[src/hdl/obb_obb_overlap_sat_unit_macros.svh]
// Assertion macros for the oriented box overlap unit
`ifndef OBB_OBB_OVERLAP_SAT_UNIT_MACROS_SVH
`define OBB_OBB_OVERLAP_SAT_UNIT_MACROS_SVH
// assert that a implies b on the same edge
`define OBB_ASSERT_IMPL(label, clk, rst_n, a, b) \
	label: assert property (@(posedge clk) disable iff (!rst_n) (a) |-> (b)) \
		else $error("assertion failed");
// assert that a implies b on the next edge
`define OBB_ASSERT_NEXT(label, clk, rst_n, a, b) \
	label: assert property (@(posedge clk) disable iff (!rst_n) (a) |=> (b)) \
		else $error("assertion failed");
`endif

[src/hdl/obbsat_pkg.sv]
// Package with shared types and constants for the oriented box overlap unit
package obbsat_pkg;
	localparam int CW = 24;
	localparam int AW = 16;
	localparam int XW = AW + 1;
	localparam int SW = 23;
	localparam int FRAC_SHIFT = 15;
	localparam int DW = CW + 1;

	// One item as classified by the front part; axes carry one extra bit so
	// that negating the most negative axis component does not wrap
	typedef struct packed {
		logic signed [XW-1:0] ax0, ay0, ax1, ay1, ax2, ay2, ax3, ay3;
		logic [SW-1:0] e0, e1, e2, e3;
		logic signed [DW-1:0] dx, dy;
	} item_t;

	// Queue status between two modules
	typedef struct packed {
		logic full;
		logic empty;
	} qstat_t;
endpackage

[src/hdl/obbsat_front.sv]
// Front part: accepts an item, forms axes and centre distance, queues it
module obbsat_front #(
	parameter int DEPTH = 4
) (
	input  logic clk,
	input  logic arst_n,
	input  logic push,
	input  logic [obbsat_pkg::CW-1:0] a_center_x, a_center_y, b_center_x, b_center_y,
	input  logic [obbsat_pkg::AW-1:0] a_right_x, a_right_y, b_right_x, b_right_y,
	input  logic [obbsat_pkg::SW-1:0] a_width, a_height, b_width, b_height,
	input  logic take,
	output obbsat_pkg::item_t item,
	output obbsat_pkg::qstat_t stat
);
	localparam int PW = $clog2(DEPTH);
	obbsat_pkg::item_t mem_q [DEPTH];
	logic [PW-1:0] wp_q, rp_q;
	logic [PW:0] cnt_q;
	obbsat_pkg::item_t nx;
	logic wr, rd;

	// Classify: derive up axes and centre distance
	always_comb begin
		nx.ax0 = $signed({a_right_x[obbsat_pkg::AW-1], a_right_x});
		nx.ay0 = $signed({a_right_y[obbsat_pkg::AW-1], a_right_y});
		nx.ax1 = -$signed({a_right_y[obbsat_pkg::AW-1], a_right_y});
		nx.ay1 = $signed({a_right_x[obbsat_pkg::AW-1], a_right_x});
		nx.ax2 = $signed({b_right_x[obbsat_pkg::AW-1], b_right_x});
		nx.ay2 = $signed({b_right_y[obbsat_pkg::AW-1], b_right_y});
		nx.ax3 = -$signed({b_right_y[obbsat_pkg::AW-1], b_right_y});
		nx.ay3 = $signed({b_right_x[obbsat_pkg::AW-1], b_right_x});
		nx.e0 = a_width;
		nx.e1 = a_height;
		nx.e2 = b_width;
		nx.e3 = b_height;
		nx.dx = $signed({a_center_x[obbsat_pkg::CW-1], a_center_x})
			- $signed({b_center_x[obbsat_pkg::CW-1], b_center_x});
		nx.dy = $signed({a_center_y[obbsat_pkg::CW-1], a_center_y})
			- $signed({b_center_y[obbsat_pkg::CW-1], b_center_y});
	end

	assign stat.full = (cnt_q == (PW+1)'(DEPTH));
	assign stat.empty = (cnt_q == '0);
	assign wr = push && !stat.full;
	assign rd = take && !stat.empty;
	assign item = mem_q[rp_q];

	// Store beats
	always_ff @(posedge clk) begin
		if (wr) begin
			mem_q[wp_q] <= nx;
		end
	end

	// Advance pointers
	always_ff @(posedge clk or negedge arst_n) begin
		if (!arst_n) begin
			wp_q <= '0;
			rp_q <= '0;
			cnt_q <= '0;
		end else begin
			if (wr) wp_q <= (wp_q == PW'(DEPTH-1)) ? '0 : wp_q + 1'b1;
			if (rd) rp_q <= (rp_q == PW'(DEPTH-1)) ? '0 : rp_q + 1'b1;
			cnt_q <= cnt_q + (PW+1)'(wr) - (PW+1)'(rd);
		end
	end
endmodule

[config.mk]
export PLATFORM = sky130hd
export DESIGN_NAME = obbsat_front
export DESIGN_NICKNAME = d
export VERILOG_FILES = /design/src/hdl/obb_obb_overlap_sat_unit_macros.svh /design/src/hdl/obbsat_pkg.sv /design/src/hdl/obbsat_front.sv
export SDC_FILE = /design/constraint.sdc
export NUM_CORES = 1
export LEC_CHECK = 0
export ABC_AREA = 0
export BUFFER_PORTS_ARGS = -buffer_cell sky130_fd_sc_hd__buf_4
export CAP_MARGIN = 15
export CORE_ASPECT_RATIO = 1.1
export CORE_MARGIN = 2
export CORE_UTILIZATION = 60
export CTS_CLUSTER_DIAMETER = 150
export DETAILED_ROUTE_END_ITERATION = 10
export PLACE_DENSITY_LB_ADDON = 0.05
export SLEW_MARGIN = 15
export SYNTH_ARGS = -nofsm -noshare
export SYNTH_HDL_FRONTEND = slang
export SYNTH_SLANG_ARGS = --single-unit
[constraint.sdc]
create_clock -name clk -period 21 [get_ports clk]
set_clock_uncertainty 0.05 [all_clocks]
set_input_delay 3.15 -clock clk [delete_from_list [all_inputs] [get_ports clk]]
set_output_delay 3.15 -clock clk [all_outputs]
set_load 0.005 [all_outputs]
; Yosys cells after proc, flatten, opt, wreduce, memory -nomap -nowiden
; Memories as Yosys holds them, arrays and structs flattened.
; Index checks and enable logic that the tools add are counted.
; W data, S select, Z words.
[word_totals]
out_inout_bits = 280
register_bits = 7
n_memories = 1
inputBits = 256
ram_bits = 1112
[classes]
addsub = 8
mux = 4
n_reduce_logical = 5
n_eq_ne = 3
[memory_table]
columns = memory, depth, word_bits, read_ports, rd_ports_with_merged_regs, write_ports, line
row1 = mem_q, 4, 278, 1, 0, 1, obbsat_front.sv:16  ; obbsat_pkg::item_t mem_q [DEPTH];
[ops]
columns = op, n
row1 = $sub A24 B24 Y25, 2
row2 = $neg A16 Y17, 2
row3 = $add A2 B1 Y2 const B, 2
row4 = $eq A2 B2 Y1 const B, 2
row5 = $mux W2, 2
row6 = $add A3 B1 Y3, 1
row7 = $eq A3 B3 Y1 const B, 1
row8 = $logic_not A3 Y1, 1
row9 = $sub A3 B1 Y3, 1
row10 = $logic_and A1 B1 Y1, 2
row11 = $logic_not A1 Y1, 2
row12 = $mux W1, 2

; Logic depth before layout (Yosys ltp)
; Gate-level depths: netlist of the first run.
[logic_depth]
ltp_word = 5
depth_mapped = 10
ltp_nobuf = 10

; Worst setup path before layout of the first run
; OpenSTA, ideal clock, no wires.
[synth_path]
path_type = input port to flip-flop
from = input push
to = memory mem_q[3][0] in the netlist's numbering (enable)
slack_ns = 11.426
arrival_ns = 8.895
path_buffers = 0
setup_time_ns = 0.629
cell_stages = 2
cell_sequence = nor2b_1 and2_1
[synth_via]
elab_chain_len = 3
[synth_lines]
columns = element, line
row1 = start: declaration, obbsat_front.sv:7  ; input logic push,
row2 = $logic_and A1 B1 Y1, obbsat_front.sv:44  ; assign wr = push && !stat.full;
row3 = $mux W1, obbsat_front.sv:50  ; if (wr) begin
row4 = $mux W1 (not written as such), obbsat_front.sv:51  ; mem_q[wp_q] <= nx;
row5 = end: declaration, obbsat_front.sv:16
; Every way passes these cells.

==> results of run 1 <==
## worst max-delay path by stage
stage,to,slack [ns],depth (start not counted)
global route,item[115],12.99,4
global placement,item[78],13.93,4
finish,item[83],13.43,4
CTS,item[78],13.23,4
detailed placement,item[78],13.92,4
floorplan,mem_q[3][0],11.43,2
## power by group through the flow
stage	combinational (µW)	clock, µW	sequential, µW
2_1_floorplan	1090	0	2720
3_3_place_gp	1950	0	2690
3_5_place_dp	1970	0	2710
4_1_cts	1980	1670	2680
5_1_grt	2060	1740	2700
6_report	1940	1640	2670
## flip-flops by register name (all words and copies together), names as in the netlist
register	cells
mem_q	952
cnt_q	3
rp_q	2
wp_q	2
## routing by layer
layer,vias to the layer above,GRT usage,wire [µm]
li1,8393,-,-
met1,9808,0.316,30300
met2,631,0.412,42200
met3,106,0.0680,6240
met4,8,0.0847,2110
met5,-,0,49
## cell families after synthesis
kind of cell    count (synthesis)  synth area share
flops                         959             0.757
fa+ha+maj                      60            0.0204
xor+xnor                       69            0.0159
simple gates                  153            0.0196
mux                           239             0.141
buf+inv                       177            0.0218
compound gates                136            0.0236
## layout by cell type, fill, tap and decap left out, types with 4 or more instances in the layout
master,count
mux4_2,238
xor2_1,17
or3_1,6
o21ai_0,25
ha_1,57
dfrtp_1,5
nand2_1,40
a21oi_1,49
clkinvlp_4,4
o21bai_1,6
clkbuf_1,17
clkinv_1,24
inv_6,4
and3_1,4
xnor2_1,52
nor3_1,14
clkbuf_16,96
buf_4,548
nand3_1,5
inv_1,80
nor2_1,40
nor2b_1,14
edfxtp_1,952
diode_2,6
and2_4,4
clkinv_2,18
and2_1,4
a21o_1,14
nand2b_1,7
bufinv_16,10
o21a_1,10
## area by class of cell
type,instances,area (µm²)
Antenna cell,6,15.0
Clock inverter,61,562
Fill cell,3783,16700
Sequential cell,959,28800
Timing Repair Buffer,551,4170
Clock buffer,113,2470
Inverter,80,300
Multi-Input combinational cell,657,8400
Tap cell,833,1040
## through the flow
step | hold slack, ns | setup WS (ns) | total power (µW) | instance area (µm²) | util
5_1_grt | 0.527 | 12.99 | 6510 | 45700 | 0.732
3_3_place_gp | 0.467 | 13.93 | 4640 | 42700 | 0.683
2_1_floorplan | 0.453 | 11.43 | 3820 | 38000 | -
4_1_cts | 0.501 | 13.23 | 6320 | 45700 | 0.732
6_report | 0.500 | 13.43 | 6240 | 45700 | 0.732
3_5_place_dp | 0.486 | 13.92 | 4680 | 42700 | 0.683
==> impl_summary.txt, run 1 <==
----------------------------------------------------
[Critical path]
  Endpoint of the lowest-slack register-to-register path ... mem_q[3][84]
  Slowest stage cell on the critical path ... dfrtp_4
  Critical Setup Path Class ... register to primary output
  Worst R2R Start ... cnt_q[2]
  Series of cell instances along the critical path ... buf_4 -> buf_4 -> mux4_2 -> buf_4
  Cell type group with the largest total delay on the critical path ... buffers and inverters
  Req. time, crit path ... 17.80 ns
  Dominant cell type by count on the critical path ... buf_4
  Slack of the worst reg-to-reg path ... 16.88 ns
  Worst setup startpoint ... rp_q[0]
  Worst-path maximum fanout ... 52
  Signal arrival time at the worst endpoint ... 4.37 ns
  Endpoint type of the worst setup path ... primary output
  Category of the worst setup path launch point ... register
  Stage delay of the slowest cell on the critical path ... 1.00 ns
  Reg2reg path depth ... 5
  Worst Path Buf+Inv ... 3

[Placed design]
  Placed wire-length estimate ... 51200 µm
  Port Buffer Count ... 535
  Number of placed cells counting well taps ... 3080
  Final weighted congestion in routability-driven placement ... 0.878

[GRT]
  Maximum number of pins on one net before global-route repair ... 143
  First-pass GRT wire length ... 119000 µm
  Number of global-route vias before repair ... 19307
  Total global routing track utilization ... 0.246
  Leftover overflow at the end of global routing ... 0
  Initial antenna violation count ... 10

[Cells and area]
  Layout area overhead ... 20.4%
  Cell Count, Final, Fillers Out ... 3260
  Layout net count ... 2658
  Share of cells above drive strength 1 ... 0.386

[Yosys]
  Most common cell in the netlist ... edfxtp_1
  Yosys synthesis warning count ... 0
  Part of the Yosys area used for sequential elements ... 0.757
  Top-area cell type share of the netlist area ... 0.753
  Count of flip-flops with a built-in enable after synthesis ... 952
  Post-synthesis instance total ... 1793
  Top cells by area in the synthesized netlist ... edfxtp_1 (75%), mux4_2 (14%), ha_1 (1.9%)
  #FFs+latches synth ... 959
  Number of nets in the synthesized netlist ... 2109
  Post-synthesis async set-or-reset flop share ... 0.00730
  Top flip-flop cell by instance count after synthesis ... edfxtp_1
  Average footprint of a synthesized cell ... 21.2 µm²
  Largest area contributor in the synthesized netlist ... edfxtp_1
  Leading cell types by count after synthesis ... edfxtp_1 (952), mux4_2 (238), inv_1 (80), ha_1 (57), xnor2_1 (52)
  Number of unique standard cell types used by synthesis ... 58
  Post-synthesis cell area ... 38000 µm²

[STA]
  Setup repair after global routing missed its margin ... false
  Worst-Margin Slew ... 1.12 ns
  F_max ... 132 MHz
  Final Setup Violations ... 0
  Headroom to the max-slew limit ... 0.248
  Hold violation total from the final report ... 0
  Post-Route Setup TNS ... 0 ns
  Post-layout minimum cycle time ... 7.57 ns
  Final critical-path share of the clock period ... 0.360
  Fin. max-slew vios ... 0

[Power and ir drop]
  Design internal power ... 4490 µW
  Logic gate share of total power ... 0.310
  Share of power burned in the clock network ... 0.262
  Cell area power density ... 137 nW/µm²
  Switching fraction of total power ... 0.281
  Sequential share of power ... 0.428
  Static leakage power ... 0.0161 µW
  Net switching power ... 1760 µW
  IR Drop Worst-Case VDD ... 99.4 µV

[Route]
  Post-detailed-routing wire length ... 81000 µm
  Total number of vias ... 18946
  Post-DR vias/cell ... 5.81
  Number of remaining DRC errors ... 0
  Number of violations reported at the end of detailed-routing iteration 0 ... 1209
  First-pass iteration count of the detailed router ... 5
  WL per Instance ... 24.8 µm
  Post-detailed-route count of antenna-violating nets ... 0

[Clock network]
  CTS tree ... done
  Maximum level of the CTS H-tree ... 3
  Clk pin slew, worst setup/hold paths ... 0.06 ns
  Number of buffers added to fix hold violations after cts ... 0
  Number of buffers created by CTS ... 93
  CTS max path bufs ... 3
  Cell at the root of the clock tree ... clkbuf_16
  Clock network latency to the later pin of the worst-skew pair ... 0.63 ns
  Cells resized by post-CTS repair ... 0
  Number of sinks driven by the clock tree ... 959
  Post-CTS setup repair buffer count ... 0

[Min path]
  Endpoint of the worst hold-timing path ... cnt_q[0]
  Hold WC Path Type ... register to register
  Number of instances on the worst hold path ... 1
  Worst Hold Launch ... cnt_q[0]

[Run]
  Count of max-cap constraint violations ... 0

[Die]
  Top-level I/O count ... 536
  Full die area ... 65300 µm²
  Area of the placeable core ... 62500 µm²
  Starting density of the core ... 0.608
  Number of placement rows ... 96
  Die outline height ... 268 µm
  Die boundary width ... 244 µm

[Outcome]
  Outcome ... complete, no violations

----------------------------------------------------
No activity file was read; power rests on OpenSTA's default activity.
==> inputs of run 2 (changes only) <==
--- a/config.mk
+++ b/config.mk
@@ -10,7 +10,7 @@
 export CAP_MARGIN = 15
 export CORE_ASPECT_RATIO = 1.1
 export CORE_MARGIN = 2
-export CORE_UTILIZATION = 60
+export CORE_UTILIZATION = 52
 export CTS_CLUSTER_DIAMETER = 150
 export DETAILED_ROUTE_END_ITERATION = 10
 export PLACE_DENSITY_LB_ADDON = 0.05
==> constraint.sdc (replaced) <==
create_clock -name clk -period 6.53 [get_ports clk]
set_clock_uncertainty 0.05 [all_clocks]
set_input_delay 0.9795 -clock clk [delete_from_list [all_inputs] [get_ports clk]]
set_output_delay 0.9795 -clock clk [all_outputs]
set_load 0.005 [all_outputs]
==> run 2 against run 1 <==
Net effect:
- register-to-register slack got worse by 13 ns
- final area rose by 0.54%
- worst hold slack got worse by 0.39 ns
- critical path depth fell by 1
- utilization fell by 9.4 points
- non-clock buffer count rose by 2
- first-iteration DRC count rose by 1.2%
- die area rose by 15%
- power rose to 3.2 times the previous value
- clock power rose to 3.2 times the previous value
- critical path type unchanged
- critical endpoint is now item[261]
- highest routed layer unchanged
==> impl_summary.txt, run 2 (same netlist as run 1, synthesis figures left out) <==
----------------------------------------------------
[Outcome]
  Outcome ... complete, no violations (unchanged)

[Critical path]
  Slack of the worst reg-to-reg path ... 3.47 ns (was 16.88 ns)
  Signal arrival time at the worst endpoint ... 3.16 ns (was 4.37 ns)
  Reg2reg path depth ... 4 (was 5)
  Worst-path maximum fanout ... 40 (was 52)
  Critical Setup Path Class ... register to primary output (unchanged)
  Endpoint type of the worst setup path ... primary output (unchanged)
  Category of the worst setup path launch point ... register (unchanged)
  Req. time, crit path ... 5.50 ns (was 17.80 ns)

[Die]
  Full die area ... 75200 µm² (was 65300 µm²)
  Die outline height ... 287 µm (was 268 µm)
  Starting density of the core ... 0.527 (was 0.608)
  Area of the placeable core ... 72000 µm² (was 62500 µm²)
  Top-level I/O count ... 536 (unchanged)
  Die boundary width ... 262 µm (was 244 µm)
  Number of placement rows ... 103 (was 96)

[STA]
  F_max ... 239 MHz
  Headroom to the max-slew limit ... 0.289 (was 0.248)
  Final Setup Violations ... 0 (unchanged)
  Setup repair after global routing missed its margin ... false (unchanged)
  Post-layout minimum cycle time ... 4.19 ns
  Final critical-path share of the clock period ... 0.642
  Post-Route Setup TNS ... 0 ns (unchanged)
  Worst-Margin Slew ... 1.07 ns (was 1.12 ns)
  Fin. max-slew vios ... 0 (unchanged)
  Hold violation total from the final report ... 0 (unchanged)

[Route]
  Post-detailed-route count of antenna-violating nets ... 0 (unchanged)
  Post-detailed-routing wire length ... 80300 µm (was 81000 µm)
  WL per Instance ... 23.8 µm (was 24.8 µm)
  Number of violations reported at the end of detailed-routing iteration 0 ... 1223 (was 1209)
  Number of remaining DRC errors ... 0 (unchanged)
  First-pass iteration count of the detailed router ... 5 (unchanged)
  Total number of vias ... 18671 (was 18946)
  Post-DR vias/cell ... 5.54 (was 5.81)

[Clock network]
  Clk pin slew, worst setup/hold paths ... 0.06 ns (about the same)
  CTS tree ... done (unchanged)
  CTS max path bufs ... 3 (unchanged)
  Number of sinks driven by the clock tree ... 959 (unchanged)
  Cell at the root of the clock tree ... clkbuf_16 (unchanged)
  Maximum level of the CTS H-tree ... 3 (unchanged)
  Cells resized by post-CTS repair ... 0 (unchanged)
  Clock network latency to the later pin of the worst-skew pair ... 0.62 ns (was 0.63 ns)
  Number of buffers added to fix hold violations after cts ... 0 (unchanged)
  Post-CTS setup repair buffer count ... 0 (unchanged)
  Number of buffers created by CTS ... 94 (was 93)

[Placed design]
  Placed wire-length estimate ... 51100 µm (was 51200 µm)
  Final weighted congestion in routability-driven placement ... 0.871 (was 0.878)
  Port Buffer Count ... 535 (unchanged)
  Placed inst area ... 42900 µm² (was 42700 µm²)
  Number of placed cells counting well taps ... 3194 (was 3080)

[Run]
  Count of max-cap constraint violations ... 0 (unchanged)

[GRT]
  Total global routing track utilization ... 0.213 (was 0.246)
  First-pass GRT wire length ... 119000 µm (about the same)
  Number of global-route vias before repair ... 19438 (was 19307)
  Maximum number of pins on one net before global-route repair ... 137 (was 143)
  Initial antenna violation count ... 9 (was 10)
  Leftover overflow at the end of global routing ... 0 (unchanged)

[Power and ir drop]
  Sequential share of power ... 0.424 (was 0.428)
  Cell area power density ... 437 nW/µm² (was 137 nW/µm²)
  Logic gate share of total power ... 0.312 (was 0.310)
  Design internal power ... 14500 µW (was 4490 µW)
  Overall power consumption ... 20100 µW (was 6240 µW)
  Static leakage power ... 0.0161 µW (about the same)
  Net switching power ... 5630 µW (was 1760 µW)
  Share of power burned in the clock network ... 0.264 (was 0.262)
  Switching fraction of total power ... 0.280 (was 0.281)
  IR Drop Worst-Case VDD ... 326 µV (was 99.4 µV)

[Cells and area]
  Summed area of non-filler cells in the final layout ... 46000 µm² (was 45700 µm²)
  Number of flip-flops under the largest register name ... 952 (unchanged)
  Cell Count, Final, Fillers Out ... 3369 (was 3260)
  Layout area overhead ... 21.1% (was 20.4%)
  Regs by FF count ... mem_q: 952 flops, cnt_q: 3 flops (unchanged)
  Share of the core filled with cells ... 0.638 (was 0.732)
  Fill count ... 4999 (was 3783)
  Layout net count ... 2661 (was 2658)
  Register with the most flip-flops ... mem_q (unchanged)
  Share of cells above drive strength 1 ... 0.385 (was 0.386)
  Commonest non-fill, non-tap cells in the layout ... edfxtp_1 (952), buf_4 (543), mux4_2 (238), clkbuf_16 (95), inv_1 (80) (was edfxtp_1 (952), buf_4 (548), mux4_2 (238), clkbuf_16 (96), inv_1 (80))
  Most common cell after layout, fill and taps aside ... edfxtp_1 (unchanged)

[Min path]
  Hold WC Path Type ... input port to asynchronous set/reset pin (was register to register)

----------------------------------------------------
[run 2: changes by cell type in the layout (fill, tap and decap cells not counted), sizes merged]
cell,delta
buf,+2
clkbuf,+1
inv,+1
clkinvlp,+1
diode,-3
bufinv,+1
clkinv,-6
[run 2: routing by layer]
layer / up-vias / wire, µm / GRT usage
li1: 8403 / - / -
met1: 9548 / 30200 / 0.264
met2: 568 / 41400 / 0.361
met3: 140 / 6350 / 0.0644
met4: 12 / 2290 / 0.0648
met5: - / 76 / 0
[run 2: final timing paths]
path | end | start
min in group clk | mem_q[1][266] | a_right_x[5]
min | wp_q[1] | arst_n
max | item[261] | rp_q[0]
min reg2reg | cnt_q[0] | cnt_q[0]
max in group asynchronous | rp_q[1] | arst_n
max reg2reg | mem_q[0][44] | cnt_q[2]
[run 2: power by group through the flow]
stage	registers, µW	logic, µW	clock network [µW]
3_3_place_gp	8600	6440	0
5_1_grt	8630	6750	5670
2_1_floorplan	8580	3520	0
3_5_place_dp	8680	6440	0
6_report	8520	6270	5310
4_1_cts	8550	6460	5430
[run 2: critical path, stage by stage, from the launching register on]
cell and delay, ns:
dfrtp_4 1.01, buf_4 0.70, mux4_2 0.63, buf_4 0.16
[run 2: through the flow]
step / setup slack, ns / hold slack (ns)
floorplan: 1.78 / 0.453
finish: 2.34 / 0.112
global placement: 2.77 / 0.468
CTS: 2.15 / 0.0748
global route: 2.05 / 0.0795
detailed placement: 2.70 / 0.506
[run 2: final cells by class]
cell class                      instances  area [µm²]  share of cell area
Sequential cell                       959       28800               0.626
Multi-Input combinational cell        657        8400               0.183
Timing Repair Buffer                  553        4280              0.0930
Clock buffer                          114        2450              0.0533
Tap cell                              945        1180              0.0257
Clock inverter                         58         589              0.0128
Inverter                               80         300             0.00653
Antenna cell                            3        7.51            0.000163
